==> src/hdl/assert_macros.svh <==
// ---------------------------------------------------------------------------
// assert_macros.svh
// Assertion macros shared by the matrix multiply blocks. Each one samples
// on the rising edge of clk. The first is masked while rst is high, the
// second is also checked during reset.
// ---------------------------------------------------------------------------
`ifndef ASSERT_MACROS_SVH
`define ASSERT_MACROS_SVH

// checked outside reset only
`define MMT_ASSERT(lbl, prop, msg) \
  lbl: assert property (@(posedge clk) disable iff (rst) (prop)) else $error(msg);

// checked on every edge, reset included
`define MMT_ASSERT_ALWAYS(lbl, prop, msg) \
  lbl: assert property (@(posedge clk) (prop)) else $error(msg);

`endif

==> src/hdl/mmt_pkg.sv <==
// ---------------------------------------------------------------------------
// mmt_pkg
// Types, codes and constants shared by the matrix multiply with transpose
// front end, command queue, compute back end and top level.
// ---------------------------------------------------------------------------
package mmt_pkg;

  // default sizes handed to the top level parameters
  localparam int MAX_DIM_DEF    = 8;
  localparam int ELEM_WIDTH_DEF = 16;

  // fixed field widths
  localparam int REQ_W     = 2;
  localparam int INDEX_W   = 6;
  localparam int VALUE_IN_W = 16;
  localparam int VALUE_W   = 35;
  localparam int POS_W     = 3;
  localparam int DIM_W     = 4;
  localparam int CFG_IDX_W = 3;

  // command queue between front and back
  localparam int QUEUE_DEPTH = 4;

  // request codes
  typedef enum logic [REQ_W-1:0] {
    REQ_WR_LEFT  = 2'd0,
    REQ_WR_RIGHT = 2'd1,
    REQ_RUN      = 2'd2
  } req_code_t;

  // configuration register indexes
  typedef enum logic [CFG_IDX_W-1:0] {
    REG_LEFT_ROWS  = 3'd0,
    REG_LEFT_COLS  = 3'd1,
    REG_RIGHT_ROWS = 3'd2,
    REG_RIGHT_COLS = 3'd3,
    REG_LEFT_T     = 3'd4,
    REG_RIGHT_T    = 3'd5
  } cfg_reg_t;

  // classified commands
  typedef enum logic [1:0] {
    CMD_WR_LEFT  = 2'd0,
    CMD_WR_RIGHT = 2'd1,
    CMD_RUN      = 2'd2,
    CMD_DIMS_ERR = 2'd3
  } cmd_kind_t;

  // input item
  typedef struct packed {
    logic [REQ_W-1:0]             req_type;
    logic [INDEX_W-1:0]           elem_index;
    logic signed [VALUE_IN_W-1:0] elem_value;
  } req_t;

  // result item
  typedef struct packed {
    logic signed [VALUE_W-1:0] product_value;
    logic [POS_W-1:0]          product_row;
    logic [POS_W-1:0]          product_col;
    logic                      last_of_run;
    logic                      dims_error;
  } res_t;

  // queue entry
  typedef struct packed {
    cmd_kind_t              kind;
    logic [INDEX_W-1:0]     index;
    logic [VALUE_IN_W-1:0]  value;
  } cmd_t;

  // operand geometry, clamped counts
  typedef struct packed {
    logic [DIM_W-1:0] res_rows;
    logic [DIM_W-1:0] res_cols;
    logic [DIM_W-1:0] inner;
    logic [DIM_W-1:0] left_stride;
    logic [DIM_W-1:0] right_stride;
    logic             left_t;
    logic             right_t;
  } geom_t;

  // tag carried with each multiply-accumulate beat
  typedef struct packed {
    logic             first;
    logic             last_k;
    logic             last_run;
    logic             err;
    logic [POS_W-1:0] row;
    logic [POS_W-1:0] col;
  } tag_t;

  // queue status towards the front
  typedef struct packed {
    logic full;
    logic valid;
  } q_status_t;

endpackage

==> src/hdl/mmt_queue.sv <==
// ---------------------------------------------------------------------------
// mmt_queue
// Short first-in first-out queue of classified commands between the front
// end and the compute back end.
// ---------------------------------------------------------------------------
`include "assert_macros.svh"

module mmt_queue (
  input  logic             clk,
  input  logic             rst,
  input  logic             push,
  input  mmt_pkg::cmd_t    push_cmd,
  input  logic             pop,
  output mmt_pkg::cmd_t    head_cmd,
  output mmt_pkg::q_status_t status
);
  import mmt_pkg::*;

  localparam int PTR_W = (QUEUE_DEPTH > 1) ? $clog2(QUEUE_DEPTH) : 1;
  localparam int CNT_W = $clog2(QUEUE_DEPTH + 1);

  cmd_t             entries [QUEUE_DEPTH];
  logic [PTR_W-1:0] head;
  logic [PTR_W-1:0] tail;
  logic [CNT_W-1:0] count;

  // pointer step with wrap
  function automatic logic [PTR_W-1:0] step_ptr(input logic [PTR_W-1:0] p);
    logic [PTR_W-1:0] res;
    if (p == PTR_W'(QUEUE_DEPTH - 1)) res = '0;
    else res = p + 1'b1;
    return res;
  endfunction

  // storage
  always_ff @(posedge clk) begin
    if (push) entries[tail] <= push_cmd;
  end

  // pointers and fill count
  always_ff @(posedge clk) begin
    if (rst) begin
      head  <= '0;
      tail  <= '0;
      count <= '0;
    end else begin
      if (push) tail <= step_ptr(tail);
      if (pop) head <= step_ptr(head);
      if (push && !pop) count <= count + 1'b1;
      else if (pop && !push) count <= count - 1'b1;
    end
  end

  assign head_cmd     = entries[head];
  assign status.full  = (count == CNT_W'(QUEUE_DEPTH));
  assign status.valid = (count != '0);

  `MMT_ASSERT(q_no_pop_empty, pop |-> count != '0, "queue popped while empty")
  `MMT_ASSERT(q_no_push_full, push |-> count != CNT_W'(QUEUE_DEPTH),
              "queue pushed while full")
  `MMT_ASSERT(q_count_up, (push && !pop) |=> count == $past(count) + 1'b1,
              "queue count did not follow a push")

endmodule

==> src/hdl/mmt_front.sv <==
// ---------------------------------------------------------------------------
// mmt_front
// Holds the configuration registers, derives the operand geometry and
// classifies each request beat into a queue command.
// ---------------------------------------------------------------------------
module mmt_front #(
  parameter int MAX_DIM = mmt_pkg::MAX_DIM_DEF
) (
  input  logic                           clk,
  input  logic                           rst,
  input  logic                           req_valid,
  output logic                           req_stall,
  input  mmt_pkg::req_t                  req,
  input  logic                           cfg_valid,
  output logic                           cfg_ready,
  input  logic [mmt_pkg::CFG_IDX_W-1:0]  cfg_index,
  input  logic [mmt_pkg::DIM_W-1:0]      cfg_data,
  input  mmt_pkg::q_status_t             q_status,
  output logic                           push,
  output mmt_pkg::cmd_t                  push_cmd,
  output mmt_pkg::geom_t                 geom
);
  import mmt_pkg::*;

  localparam int DEPTH   = MAX_DIM * MAX_DIM;
  localparam int CMP_W   = INDEX_W + 1;

  logic [DIM_W-1:0] left_row_count;
  logic [DIM_W-1:0] left_col_count;
  logic [DIM_W-1:0] right_row_count;
  logic [DIM_W-1:0] right_col_count;
  logic             left_transposed;
  logic             right_transposed;

  logic [DIM_W-1:0] lr, lc, rr, rc;
  logic [DIM_W-1:0] inner_l, inner_r;
  logic             keep;
  cmd_kind_t        kind;

  // zero acts as one, above the maximum acts as the maximum
  function automatic logic [DIM_W-1:0] clamp_dim(input logic [DIM_W-1:0] v);
    logic [DIM_W-1:0] res;
    if (v == '0) res = DIM_W'(1);
    else if (v > DIM_W'(MAX_DIM)) res = DIM_W'(MAX_DIM);
    else res = v;
    return res;
  endfunction

  // configuration registers
  assign cfg_ready = 1'b1;

  always_ff @(posedge clk) begin
    if (rst) begin
      left_row_count   <= DIM_W'(1);
      left_col_count   <= DIM_W'(1);
      right_row_count  <= DIM_W'(1);
      right_col_count  <= DIM_W'(1);
      left_transposed  <= 1'b0;
      right_transposed <= 1'b0;
    end else if (cfg_valid && cfg_ready) begin
      case (cfg_index)
        REG_LEFT_ROWS:  left_row_count   <= cfg_data;
        REG_LEFT_COLS:  left_col_count   <= cfg_data;
        REG_RIGHT_ROWS: right_row_count  <= cfg_data;
        REG_RIGHT_COLS: right_col_count  <= cfg_data;
        REG_LEFT_T:     left_transposed  <= cfg_data[0];
        REG_RIGHT_T:    right_transposed <= cfg_data[0];
        default: ;
      endcase
    end
  end

  // operand geometry
  always_comb begin
    lr = clamp_dim(left_row_count);
    lc = clamp_dim(left_col_count);
    rr = clamp_dim(right_row_count);
    rc = clamp_dim(right_col_count);
    inner_l = left_transposed  ? lr : lc;
    inner_r = right_transposed ? rc : rr;
    geom.res_rows     = left_transposed  ? lc : lr;
    geom.res_cols     = right_transposed ? rr : rc;
    geom.inner        = inner_l;
    geom.left_stride  = lc;
    geom.right_stride = rc;
    geom.left_t       = left_transposed;
    geom.right_t      = right_transposed;
  end

  // classify the request beat
  always_comb begin
    keep = 1'b0;
    kind = CMD_RUN;
    case (req.req_type)
      REQ_WR_LEFT: begin
        kind = CMD_WR_LEFT;
        keep = ({1'b0, req.elem_index} < CMP_W'(DEPTH));
      end
      REQ_WR_RIGHT: begin
        kind = CMD_WR_RIGHT;
        keep = ({1'b0, req.elem_index} < CMP_W'(DEPTH));
      end
      REQ_RUN: begin
        kind = (inner_l != inner_r) ? CMD_DIMS_ERR : CMD_RUN;
        keep = 1'b1;
      end
      default: begin
        kind = CMD_RUN;
        keep = 1'b0;
      end
    endcase
  end

  assign req_stall      = q_status.full;
  assign push           = req_valid && !q_status.full && keep;
  assign push_cmd.kind  = kind;
  assign push_cmd.index = req.elem_index;
  assign push_cmd.value = req.elem_value;

endmodule

==> src/hdl/mmt_back.sv <==
// ---------------------------------------------------------------------------
// mmt_back
// Element stores and the multiply-accumulate walk: address issue, store
// read, multiply, accumulate into the result register. The whole pipe
// holds while a result waits under stall.
// ---------------------------------------------------------------------------
`include "assert_macros.svh"

module mmt_back #(
  parameter int MAX_DIM    = mmt_pkg::MAX_DIM_DEF,
  parameter int ELEM_WIDTH = mmt_pkg::ELEM_WIDTH_DEF
) (
  input  logic               clk,
  input  logic               rst,
  input  mmt_pkg::geom_t     geom,
  input  mmt_pkg::cmd_t      q_cmd,
  input  mmt_pkg::q_status_t q_status,
  output logic               q_pop,
  output logic               res_valid,
  input  logic               res_stall,
  output mmt_pkg::res_t      res
);
  import mmt_pkg::*;

  localparam int DEPTH   = MAX_DIM * MAX_DIM;
  localparam int IDX_W   = $clog2(DEPTH);
  localparam int PROD_W  = 2 * ELEM_WIDTH;
  localparam int ADDR_W  = POS_W + DIM_W + 1;

  logic [ELEM_WIDTH-1:0] left_store  [DEPTH];
  logic [ELEM_WIDTH-1:0] right_store [DEPTH];

  logic                  adv;
  logic                  issue;
  logic                  walking;
  logic [POS_W-1:0]      r, c, k;
  logic                  k_last, c_last, r_last;
  tag_t                  issue_tag;
  logic [ADDR_W-1:0]     la_full, ra_full;
  logic [IDX_W-1:0]      la, ra, wr_idx;
  logic [ELEM_WIDTH-1:0] wr_val;

  logic                  s1_valid;
  tag_t                  s1_tag;
  logic signed [ELEM_WIDTH-1:0] a_q, b_q;

  logic                  s2_valid;
  tag_t                  s2_tag;
  logic signed [PROD_W-1:0] prod;
  logic signed [VALUE_W-1:0] prod_ext;
  logic signed [VALUE_W-1:0] acc;
  logic signed [VALUE_W-1:0] sum;

  // pipe advances unless a result is held
  assign adv   = !(res_valid && res_stall);
  assign q_pop = adv && !walking && q_status.valid;
  assign issue = adv && (walking || (q_status.valid && q_cmd.kind == CMD_DIMS_ERR));

  // walk position
  assign k_last = ({1'b0, k} == geom.inner - 1'b1);
  assign c_last = ({1'b0, c} == geom.res_cols - 1'b1);
  assign r_last = ({1'b0, r} == geom.res_rows - 1'b1);

  always_comb begin
    if (walking) begin
      issue_tag.first    = (k == '0);
      issue_tag.last_k   = k_last;
      issue_tag.last_run = k_last && c_last && r_last;
      issue_tag.err      = 1'b0;
      issue_tag.row      = r;
      issue_tag.col      = c;
    end else begin
      issue_tag.first    = 1'b1;
      issue_tag.last_k   = 1'b1;
      issue_tag.last_run = 1'b1;
      issue_tag.err      = 1'b1;
      issue_tag.row      = '0;
      issue_tag.col      = '0;
    end
  end

  // store addresses of the two operands
  always_comb begin
    if (geom.left_t) la_full = ADDR_W'(k) * ADDR_W'(geom.left_stride) + ADDR_W'(r);
    else la_full = ADDR_W'(r) * ADDR_W'(geom.left_stride) + ADDR_W'(k);
    if (geom.right_t) ra_full = ADDR_W'(c) * ADDR_W'(geom.right_stride) + ADDR_W'(k);
    else ra_full = ADDR_W'(k) * ADDR_W'(geom.right_stride) + ADDR_W'(c);
  end
  assign la     = la_full[IDX_W-1:0];
  assign ra     = ra_full[IDX_W-1:0];
  assign wr_idx = q_cmd.index[IDX_W-1:0];

  // element value as stored: low bits, or the raw beat zero extended
  generate
    if (ELEM_WIDTH <= VALUE_IN_W) begin : g_val_narrow
      assign wr_val = q_cmd.value[ELEM_WIDTH-1:0];
    end else begin : g_val_wide
      assign wr_val = {{(ELEM_WIDTH - VALUE_IN_W){1'b0}}, q_cmd.value};
    end
  endgenerate

  // walk counters
  always_ff @(posedge clk) begin
    if (rst) begin
      walking <= 1'b0;
      r <= '0;
      c <= '0;
      k <= '0;
    end else if (adv) begin
      if (walking) begin
        if (k_last) begin
          k <= '0;
          if (c_last) begin
            c <= '0;
            if (r_last) begin
              r <= '0;
              walking <= 1'b0;
            end else begin
              r <= r + 1'b1;
            end
          end else begin
            c <= c + 1'b1;
          end
        end else begin
          k <= k + 1'b1;
        end
      end else if (q_pop && q_cmd.kind == CMD_RUN) begin
        walking <= 1'b1;
      end
    end
  end

  // element stores, registered read
  always_ff @(posedge clk) begin
    if (q_pop && q_cmd.kind == CMD_WR_LEFT) left_store[wr_idx] <= wr_val;
    if (q_pop && q_cmd.kind == CMD_WR_RIGHT) right_store[wr_idx] <= wr_val;
    if (adv) begin
      a_q <= left_store[la];
      b_q <= right_store[ra];
    end
  end

  // stage valids
  always_ff @(posedge clk) begin
    if (rst) begin
      s1_valid <= 1'b0;
      s2_valid <= 1'b0;
    end else if (adv) begin
      s1_valid <= issue;
      s2_valid <= s1_valid;
    end
  end

  // tags and multiply
  always_ff @(posedge clk) begin
    if (adv) begin
      s1_tag <= issue_tag;
      s2_tag <= s1_tag;
      prod   <= a_q * b_q;
    end
  end

  // product brought to result width, modulo 2^35
  generate
    if (PROD_W >= VALUE_W) begin : g_prod_trunc
      assign prod_ext = s2_tag.err ? '0 : prod[VALUE_W-1:0];
    end else begin : g_prod_ext
      assign prod_ext = s2_tag.err ? '0 : {{(VALUE_W - PROD_W){prod[PROD_W-1]}}, prod};
    end
  endgenerate

  assign sum = (s2_tag.first ? '0 : acc) + prod_ext;

  // accumulate and result register
  always_ff @(posedge clk) begin
    if (adv && s2_valid) begin
      acc <= sum;
      if (s2_tag.last_k) begin
        res.product_value <= sum;
        res.product_row   <= s2_tag.row;
        res.product_col   <= s2_tag.col;
        res.last_of_run   <= s2_tag.last_run;
        res.dims_error    <= s2_tag.err;
      end
    end
  end

  always_ff @(posedge clk) begin
    if (rst) res_valid <= 1'b0;
    else if (adv) res_valid <= s2_valid && s2_tag.last_k;
  end

  `MMT_ASSERT(b_no_pop_walk, q_pop |-> !walking, "command taken during a walk")
  `MMT_ASSERT(b_err_last,
              (res_valid && res.dims_error) |-> (res.last_of_run && res.product_value == '0),
              "dimension error beat not last or not zero")
  `MMT_ASSERT(b_walk_ends, (adv && walking && issue_tag.last_run) |=> !walking,
              "walk kept running past the final element")

endmodule

==> src/hdl/matrix_multiply_transpose_core.sv <==
// ---------------------------------------------------------------------------
// matrix_multiply_transpose_core
// Matrix multiply with optional transposes over two element stores.
// ---------------------------------------------------------------------------
// Request channel (req_valid / req_stall / req): write-left, write-right
// and run beats. A beat is taken when req_valid is high and req_stall low.
// Writes load one element each, one beat per cycle while the four-entry
// command queue has room; a write to an index past the store is dropped.
// A run holds the back end while it walks op(L)*op(R), one
// multiply-accumulate per cycle while no result is held under stall;
// results follow row-major on the result channel (res_valid /
// res_stall / res), the final one marked last_of_run. From an idle block
// and with no stall, the first result passes walk issue, the registered
// store read, the multiply register and the result register before
// res_valid rises. Mismatched inner dimensions give one dims_error beat.
// The multiply-accumulate walk is the rate limit: one store read pair per
// cycle on each store's single read port while the pipe is not held.
// Configuration (cfg_valid / cfg_ready / cfg_index / cfg_data) is always
// ready and must be written while no work is in flight.
// While res_stall holds a result, the whole compute pipe freezes and the
// queue fills, after which req_stall rises. Synchronous reset empties the
// queue and pipe and sets counts to one and transposes off; store contents
// are undefined until written.
// ---------------------------------------------------------------------------
module matrix_multiply_transpose_core #(
  parameter int MAX_DIM    = mmt_pkg::MAX_DIM_DEF,
  parameter int ELEM_WIDTH = mmt_pkg::ELEM_WIDTH_DEF
) (
  input  logic                           clk,
  input  logic                           rst,
  input  logic                           req_valid,
  output logic                           req_stall,
  input  mmt_pkg::req_t                  req,
  output logic                           res_valid,
  input  logic                           res_stall,
  output mmt_pkg::res_t                  res,
  input  logic                           cfg_valid,
  output logic                           cfg_ready,
  input  logic [mmt_pkg::CFG_IDX_W-1:0]  cfg_index,
  input  logic [mmt_pkg::DIM_W-1:0]      cfg_data
);
  import mmt_pkg::*;

  logic      push;
  logic      pop;
  cmd_t      push_cmd;
  cmd_t      head_cmd;
  q_status_t q_status;
  geom_t     geom;

  // front: configuration and classification
  mmt_front #(
    .MAX_DIM(MAX_DIM)
  ) u_front (
    .clk       (clk),
    .rst       (rst),
    .req_valid (req_valid),
    .req_stall (req_stall),
    .req       (req),
    .cfg_valid (cfg_valid),
    .cfg_ready (cfg_ready),
    .cfg_index (cfg_index),
    .cfg_data  (cfg_data),
    .q_status  (q_status),
    .push      (push),
    .push_cmd  (push_cmd),
    .geom      (geom)
  );

  // command queue
  mmt_queue u_queue (
    .clk      (clk),
    .rst      (rst),
    .push     (push),
    .push_cmd (push_cmd),
    .pop      (pop),
    .head_cmd (head_cmd),
    .status   (q_status)
  );

  // back: stores and multiply-accumulate walk
  mmt_back #(
    .MAX_DIM    (MAX_DIM),
    .ELEM_WIDTH (ELEM_WIDTH)
  ) u_back (
    .clk       (clk),
    .rst       (rst),
    .geom      (geom),
    .q_cmd     (head_cmd),
    .q_status  (q_status),
    .q_pop     (pop),
    .res_valid (res_valid),
    .res_stall (res_stall),
    .res       (res)
  );

endmodule
==> config.mk <==
export PLATFORM = sky130hd
export DESIGN_NAME = matrix_multiply_transpose_core
export DESIGN_NICKNAME = d
export VERILOG_FILES = /design/src/hdl/mmt_pkg.sv /design/src/hdl/mmt_queue.sv /design/src/hdl/mmt_front.sv /design/src/hdl/mmt_back.sv /design/src/hdl/matrix_multiply_transpose_core.sv
export VERILOG_INCLUDE_DIRS = /design/src /design/src/hdl
export SDC_FILE = /design/constraint.sdc
export NUM_CORES = 2
export LEC_CHECK = 0
export BUFFER_PORTS_ARGS = -buffer_cell sky130_fd_sc_hd__buf_2
export CELL_PAD_IN_SITES_DETAIL_PLACEMENT = 0
export CELL_PAD_IN_SITES_GLOBAL_PLACEMENT = 1
export CORE_ASPECT_RATIO = 1.1
export CORE_MARGIN = 2
export CORE_UTILIZATION = 55
export DETAILED_ROUTE_END_ITERATION = 8
export GPL_TIMING_DRIVEN = 0
export HOLD_SLACK_MARGIN = 0.03
export PLACE_DENSITY = 0.82
export RECOVER_POWER = 100
export SYNTH_ARGS = -nofsm -noshare
export SYNTH_HDL_FRONTEND = slang
export SYNTH_SLANG_ARGS = --single-unit
export TNS_END_PERCENT = 10
==> constraint.sdc <==
create_clock -name clk -period 7.65 [get_ports clk]
set_input_delay 0.765 -clock clk [delete_from_list [all_inputs] [get_ports clk]]
set_output_delay 0.765 -clock clk [all_outputs]
set_load 0.05 [all_outputs]
# Word level (Yosys, flattened, before mapping)
# Memory sizes are Yosys's and may differ from the RTL's. A register that Yosys moved wholly into a read port is not among the register bits.
# Index checks and enable logic that the tools add are counted.
word_totals:
  register_bits: 168
  mem_bits_rw: 2144
  input_bits: 36
  output_inout_bits: 46
  mem_count: 3
op_classes:
  addsub: 15
  mul: 5
  magnitude_cmp: 4
  n_eq_ne: 17
  n_mux: 40
  bitwise_logic: 1
  n_reduce_logical: 45
mem_list:
  columns: ["name", "depth", "word_bits", "rd", "rd_ports_with_merged_regs", "write_ports", "line", "source"]
  rows:
  - ["u_back.left_store", 64, 16, 1, 1, 1, "mmt_back.sv:30", "logic [ELEM_WIDTH-1:0] left_store [DEPTH];"]
  - ["u_back.right_store", 64, 16, 1, 1, 1, "mmt_back.sv:31", "logic [ELEM_WIDTH-1:0] right_store [DEPTH];"]
  - ["u_queue.entries", 4, 24, 1, 1, 1, "mmt_queue.sv:22", "cmd_t entries [QUEUE_DEPTH];"]
op_table:
  columns: ["op", "n"]
  rows:
  - ["2-to-1 mux 35 bit", 2]
  - ["2-to-1 mux 4 bit", 12]
  - ["adder 35 bit", 1]
  - ["multiplier 16 x 16 -> 32 bit", 1]
  - ["adder 6 x 3 -> 6 bit", 4]
  - ["multiplier 3 x 4 -> 6 bit", 4]
  - ["> comparator 4 bit (second input constant)", 4]
  - ["logical AND 1 bit", 16]
  - ["zero test 4 bit", 4]
  - ["AND reduction 2 bit", 8]
  - ["2-to-1 mux 3 bit", 5]
  - ["2-to-1 mux 1 bit", 13]
  - ["adder 3 x 1 -> 3 bit (second input constant)", 4]
  - ["== test 3 x 4 -> 1 bit", 3]
  - ["2-to-1 mux 6 bit", 2]
  - ["subtractor 4 x 1 -> 4 bit (second input constant)", 3]
  - ["== test 2 bit (second input constant)", 5]
  - ["== test 3 bit (second input constant)", 3]
  - ["2-to-1 mux 2 bit", 4]
  - ["zero test 1 bit", 7]
  - ["2-to-1 mux 7 bit", 1]
  - ["== test 3 x 2 -> 1 bit (second input constant)", 2]
  - ["zero test 3 bit", 2]
  - ["one-hot mux 2 bit (3 select lines)", 1]
  - ["other kinds (13)", 16]

# Longest topological paths before layout
depth:
  word_depth: 10
  depth_mapped: 22

# By module
# Synthesis repeated with hierarchy kept, for this count alone.
hier_totals:
  cells_unflattened: 5925
  hier_area_um2: 103934.7
modules_own_cells:
  columns: ["module", "instances", "cells_each", "area_per_inst_um2", "seq_area_each_um2"]
  rows:
  - ["mmt_back", 1, 5602, 98670.9, 66623.9]
  - ["mmt_queue", 1, 171, 3947.5, 3062.9]
  - ["mmt_front", 1, 152, 1316.3, 360.3]

# Worst setup path before layout
# OpenSTA, ideal clock, no wires.
synth_path:
  path_kind: "reg-to-reg"
  start: "reg u_back.a_q[15] (read register of u_back.left_store)"
  end: "reg u_back.prod[30] (data pin)"
  t_arrival_ns: 5.824
  required_time_ns: 7.392
  slack_ns: 1.569
  path_stages_with_launch: 20
  n_path_buf: 1
  path_cell_list: "edfxtp_1 clkbuf_1 nand2_1 inv_1 fa_1 fa_1 fa_1 fa_1 fa_1 inv_1 fa_1 inv_1 ha_1 a21oi_1 nor3b_1 o211ai_1 a31o_2 a211o_1 a21oi_1 xnor2_1"
synth_via:
  elab_chain_cells: 1
synth_lines:
  columns: ["element", "line", "source"]
  rows:
  - ["start: declaration", "mmt_back.sv:45", "logic signed [ELEM_WIDTH-1:0] a_q, b_q;"]
  - ["multiplier 16 x 16 -> 32 bit", "mmt_back.sv:159", "prod <= a_q * b_q;"]
  - ["end signal: assignment", "mmt_back.sv:159", null]
  - ["end: declaration", "mmt_back.sv:49", "logic signed [PROD_W-1:0] prod;"]
# No other way between the ends.
# A chain may end at the register's enable or synchronous reset.

# Worst setup path after layout
layout_path:
  start: "reg u_back.b_q[8] (read register of u_back.right_store)"
  end: "reg u_back.prod[31] (data pin)"
layout_via:
  elab_chain_cells: 1
layout_lines:
  columns: ["element", "line"]
  rows:
  - ["start: declaration", "mmt_back.sv:45"]
  - ["multiplier 16 x 16 -> 32 bit", "mmt_back.sv:159"]
# No other way between the ends.

==> flow_summary.json <==
{
  "numCtsBuffers": 218,
  "regArea_sq_mm": 0.0700,
  "yosys-top-cells-area": "edfxtp_1 (67%), mux4_2 (12%), fa_1 (5.4%)",
  "fin_crit_ns": 7.49,
  "wl_per_cell_um": 29.3,
  "drive_gt1_frac": 0.158,
  "path_clk_slew_ns": 0.06,
  "status": "complete, but fails checks",
  "rows": 166,
  "postCtsSetupRepairBufs": 0,
  "dp_hpwl_um": 176000,
  "grt_overflow_total": 0,
  "multi_input_area_sq_mm": 0.0306,
  "synthCells": 5876,
  "fin_skew_ns": 0.0745,
  "violations": "capacitance limit, slew limit",
  "cp_top_family": "adder cells",
  "ys.flop_type": "edfxtp_1",
  "synth_seq_cells": 2346,
  "cts_max_path_buffers": 3,
  "io_buffer_count": 79,
  "crit_fanout": 10,
  "fin_crit_sh": 0.979,
  "synth_area_sq_mm": 0.103,
  "wl_um": 261000,
  "postSynthAreaPerCell_sq_um": 17.6,
  "start_util": 0.555,
  "clock_sinks": 2346,
  "synth_seq_area_share": 0.678,
  "fillers": 13234,
  "grt_usage": 0.276,
  "fmax_ghz": 0.134,
  "synth_top_area_share": 0.670,
  "grt_pass1_vias": 55959,
  "cp_slowest_stage_delay_ns": 0.67,
  "synth_async_sr_flop_share": 0,
  "finalHoldViolCount": 0,
  "crit_type": "register to register",
  "yosysWarnings": 0,
  "area_delta_synth_final_pct": 10.8,
  "max_slew_margin": -1.90,
  "endpoint_kind": "register",
  "h-tree-depth": 4,
  "cap_violations": 99,
  "die_w_um": 417,
  "critPathArrivalTime_ns": 8.06,
  "grt_pass1_wl_um": 380000,
  "dr.pass1.iters": 6,
  "worst_pin_slew_ns": 4.35,
  "worstPathRequired_ns": 8.22,
  "die_y_um": 459,
  "hold_ws_ns": 0.131,
  "cpMostUsedCell": "fa_1",
  "hold_class": "input pin to register",
  "ant_nets": 0,
  "syn-num-nets": 6361,
  "worst_setup_path_start_kind": "register",
  "setup_viol": 0,
  "gp_congestion": 1.03,
  "vias": 55472,
  "dieArea_sq_mm": 0.191,
  "cp_num_buf_inv": 6,
  "slew_violations": 2496,
  "finalSetupTns_ns": 0,
  "cts_tree": "done",
  "root_buffer": "clkbuf_16",
  "slowest_stage": "edfxtp_1",
  "core_area_sq_mm": 0.186,
  "antenna_found_initial": 17,
  "drc": 0,
  "viasPerCell": 6.23,
  "synth_commonest_cells": "edfxtp_1 (2306), nand2_1 (541), mux4_2 (536)",
  "final_nets": 6734,
  "clock_latency_ns": 0.90,
  "ioPinCount": 82,
  "synth_top_area_cell": "edfxtp_1",
  "synth_most_common_cell": "edfxtp_1",
  "yosysUniqueCellTypes": 65,
  "path_cells": "clkbuf_1 -> nand2_1 -> fa_1 -> inv_1 -> fa_1 -> inv_1 -> fa_1 -> inv_1 -> fa_1 -> fa_1 -> inv_1 -> fa_1 -> inv_1 -> ha_1 -> nand2_1 -> o21ai_0 -> a21oi_1 -> o21ai_0 -> a211o_1 -> a31o_2 -> a21oi_1 -> xnor2_1",
  "grt_max_degree": 83,
  "synth_edf_count": 2306,
  "drt-initial-drc-count": 6795
}
## final timing paths
| path | from | to | slack, ns | cells after the start |
|---|---|---|---|---|
| setup / recovery | u_back.b_q[8]$_DFFE_PN_ | u_back.prod[31]$_DFFE_PN_ | 0.16 | 22 |
| hold reg to reg | u_back.s2_tag[7]$_DFFE_PN_ | u_back.res[1]$_DFFE_PP_ | 0.42 | 0 |
| hold / removal | req[4] | u_queue.entries[3][4]$_DFFE_PP_ | 0.13 | 1 |
| setup reg to reg | u_back.b_q[8]$_DFFE_PN_ | u_back.prod[31]$_DFFE_PN_ | 0.16 | 22 |
## cell usage in the layout (no fill, tap or decap), types with 13 or more instances in the layout
cell type     n
a211oi_1    135
a21o_1       33
a21oi_1      80
a311o_1      33
a311oi_1     33
a31oi_1      68
and2_0       15
and2_1      241
buf_2        60
buf_4        40
buf_6        15
bufinv_16    26
clkbuf_1    332
clkbuf_16   220
clkinv_1     50
clkinv_2     40
dfxtp_1      40
diode_2      23
edfxtp_1   2306
fa_1        279
ha_1        169
inv_1       340
mux2i_1      27
mux4_2      535
nand2_1     541
nand2b_1     15
nand3_1      50
nand4_1      13
nor2_1      235
nor2b_1      85
nor3_1       29
o211ai_1     36
o21ai_0      40
xnor2_1      71
xor2_1       29
## what timing repair did
item | 4_1_cts | 5_1_grt
hold endpoints to repair | 20 | 0
setup endpoints to repair | 1 | 4
resized for setup | 1 | 7
hold buffers | 5 | 0
## cells by family (layout without fill, tap and decap cells)
family | count (synthesis) | in the layout | synth area share
AOI/OAI and AO/OA | 513 | 513 | 0.0351
xor gates and xnor gates | 100 | 100 | 0.00848
adders and majority gates | 449 | 449 | 0.0747
buffers and inverters | 629 | 1195 | 0.0260
DFF | 2346 | 2346 | 0.678
muxes | 569 | 569 | 0.120
other | 1 | 24 | 0.0000363
and+or+nand+nor | 1269 | 1269 | 0.0575
## through the flow
| stage | instance area (sq um) | util | worst slack [ns] | cells |
|---|---|---|---|---|
| 6_report | 115000 | 0.615 | 0.162 | 8901 |
| 5_1_grt | 115000 | 0.615 | -0.00106 | 8900 |
| 4_1_cts | 116000 | 0.622 | 0.0372 | 8878 |
| 3_5_place_dp | 108000 | 0.582 | 0.0504 | 8460 |
| 3_3_place_gp | 107000 | 0.573 | -0.387 | 8391 |
| 2_1_floorplan | 103000 | - | 1.57 | 5876 |
## worst reg2reg max path, delay by kind of cell (launching register included)
family	cells	cell delay, ns
xor+xnor	1	0.45
fa+ha+maj	7	3.34
buf+inv	6	0.80
compound gates	6	1.67
simple gates	2	0.23
flops	1	0.67
## final cells by class
class                           instances  area share
Antenna cell                           23    0.000503
Buffer                                288      0.0124
Clock buffer                          259      0.0499
Clock inverter                        154      0.0149
Inverter                              341      0.0112
Multi-Input combinational cell       2901       0.267
Sequential cell                      2346       0.612
Tap cell                             2436      0.0266
Timing Repair Buffer                  153     0.00551
## registers in the layout, summed over array words and instances, names as in the netlist, 2 cells and up, named ones only
name / cells
u_back.s1_tag: 10
u_front.right_col_count: 4
u_back.res: 43
u_front.left_col_count: 4
u_front.left_row_count: 4
u_back.prod: 32
u_front.right_row_count: 4
u_queue.count: 3
u_queue.tail: 2
u_queue.entries: 96
u_back.left_store: 1024
u_back.right_store: 1024
u_back.b_q: 16
u_back.c: 3
u_back.k: 3
u_back.a_q: 16
u_back.s2_tag: 10
u_back.r: 3
u_queue.head: 2
u_back.acc: 35
## layer usage
layer / vias to the layer above / global-route usage / wire (um)
met2: 2815 / 0.456 / 129000
met3: 496 / 0.0477 / 22600
li1: 23340 / - / -
met1: 28813 / 0.362 / 96100
met5: - / 0 / 101
met4: 8 / 0.126 / 13300
Power is left out: the tool's default activity adds up to more than one toggle a clock period on the data nets, which glitch-free logic cannot reach.
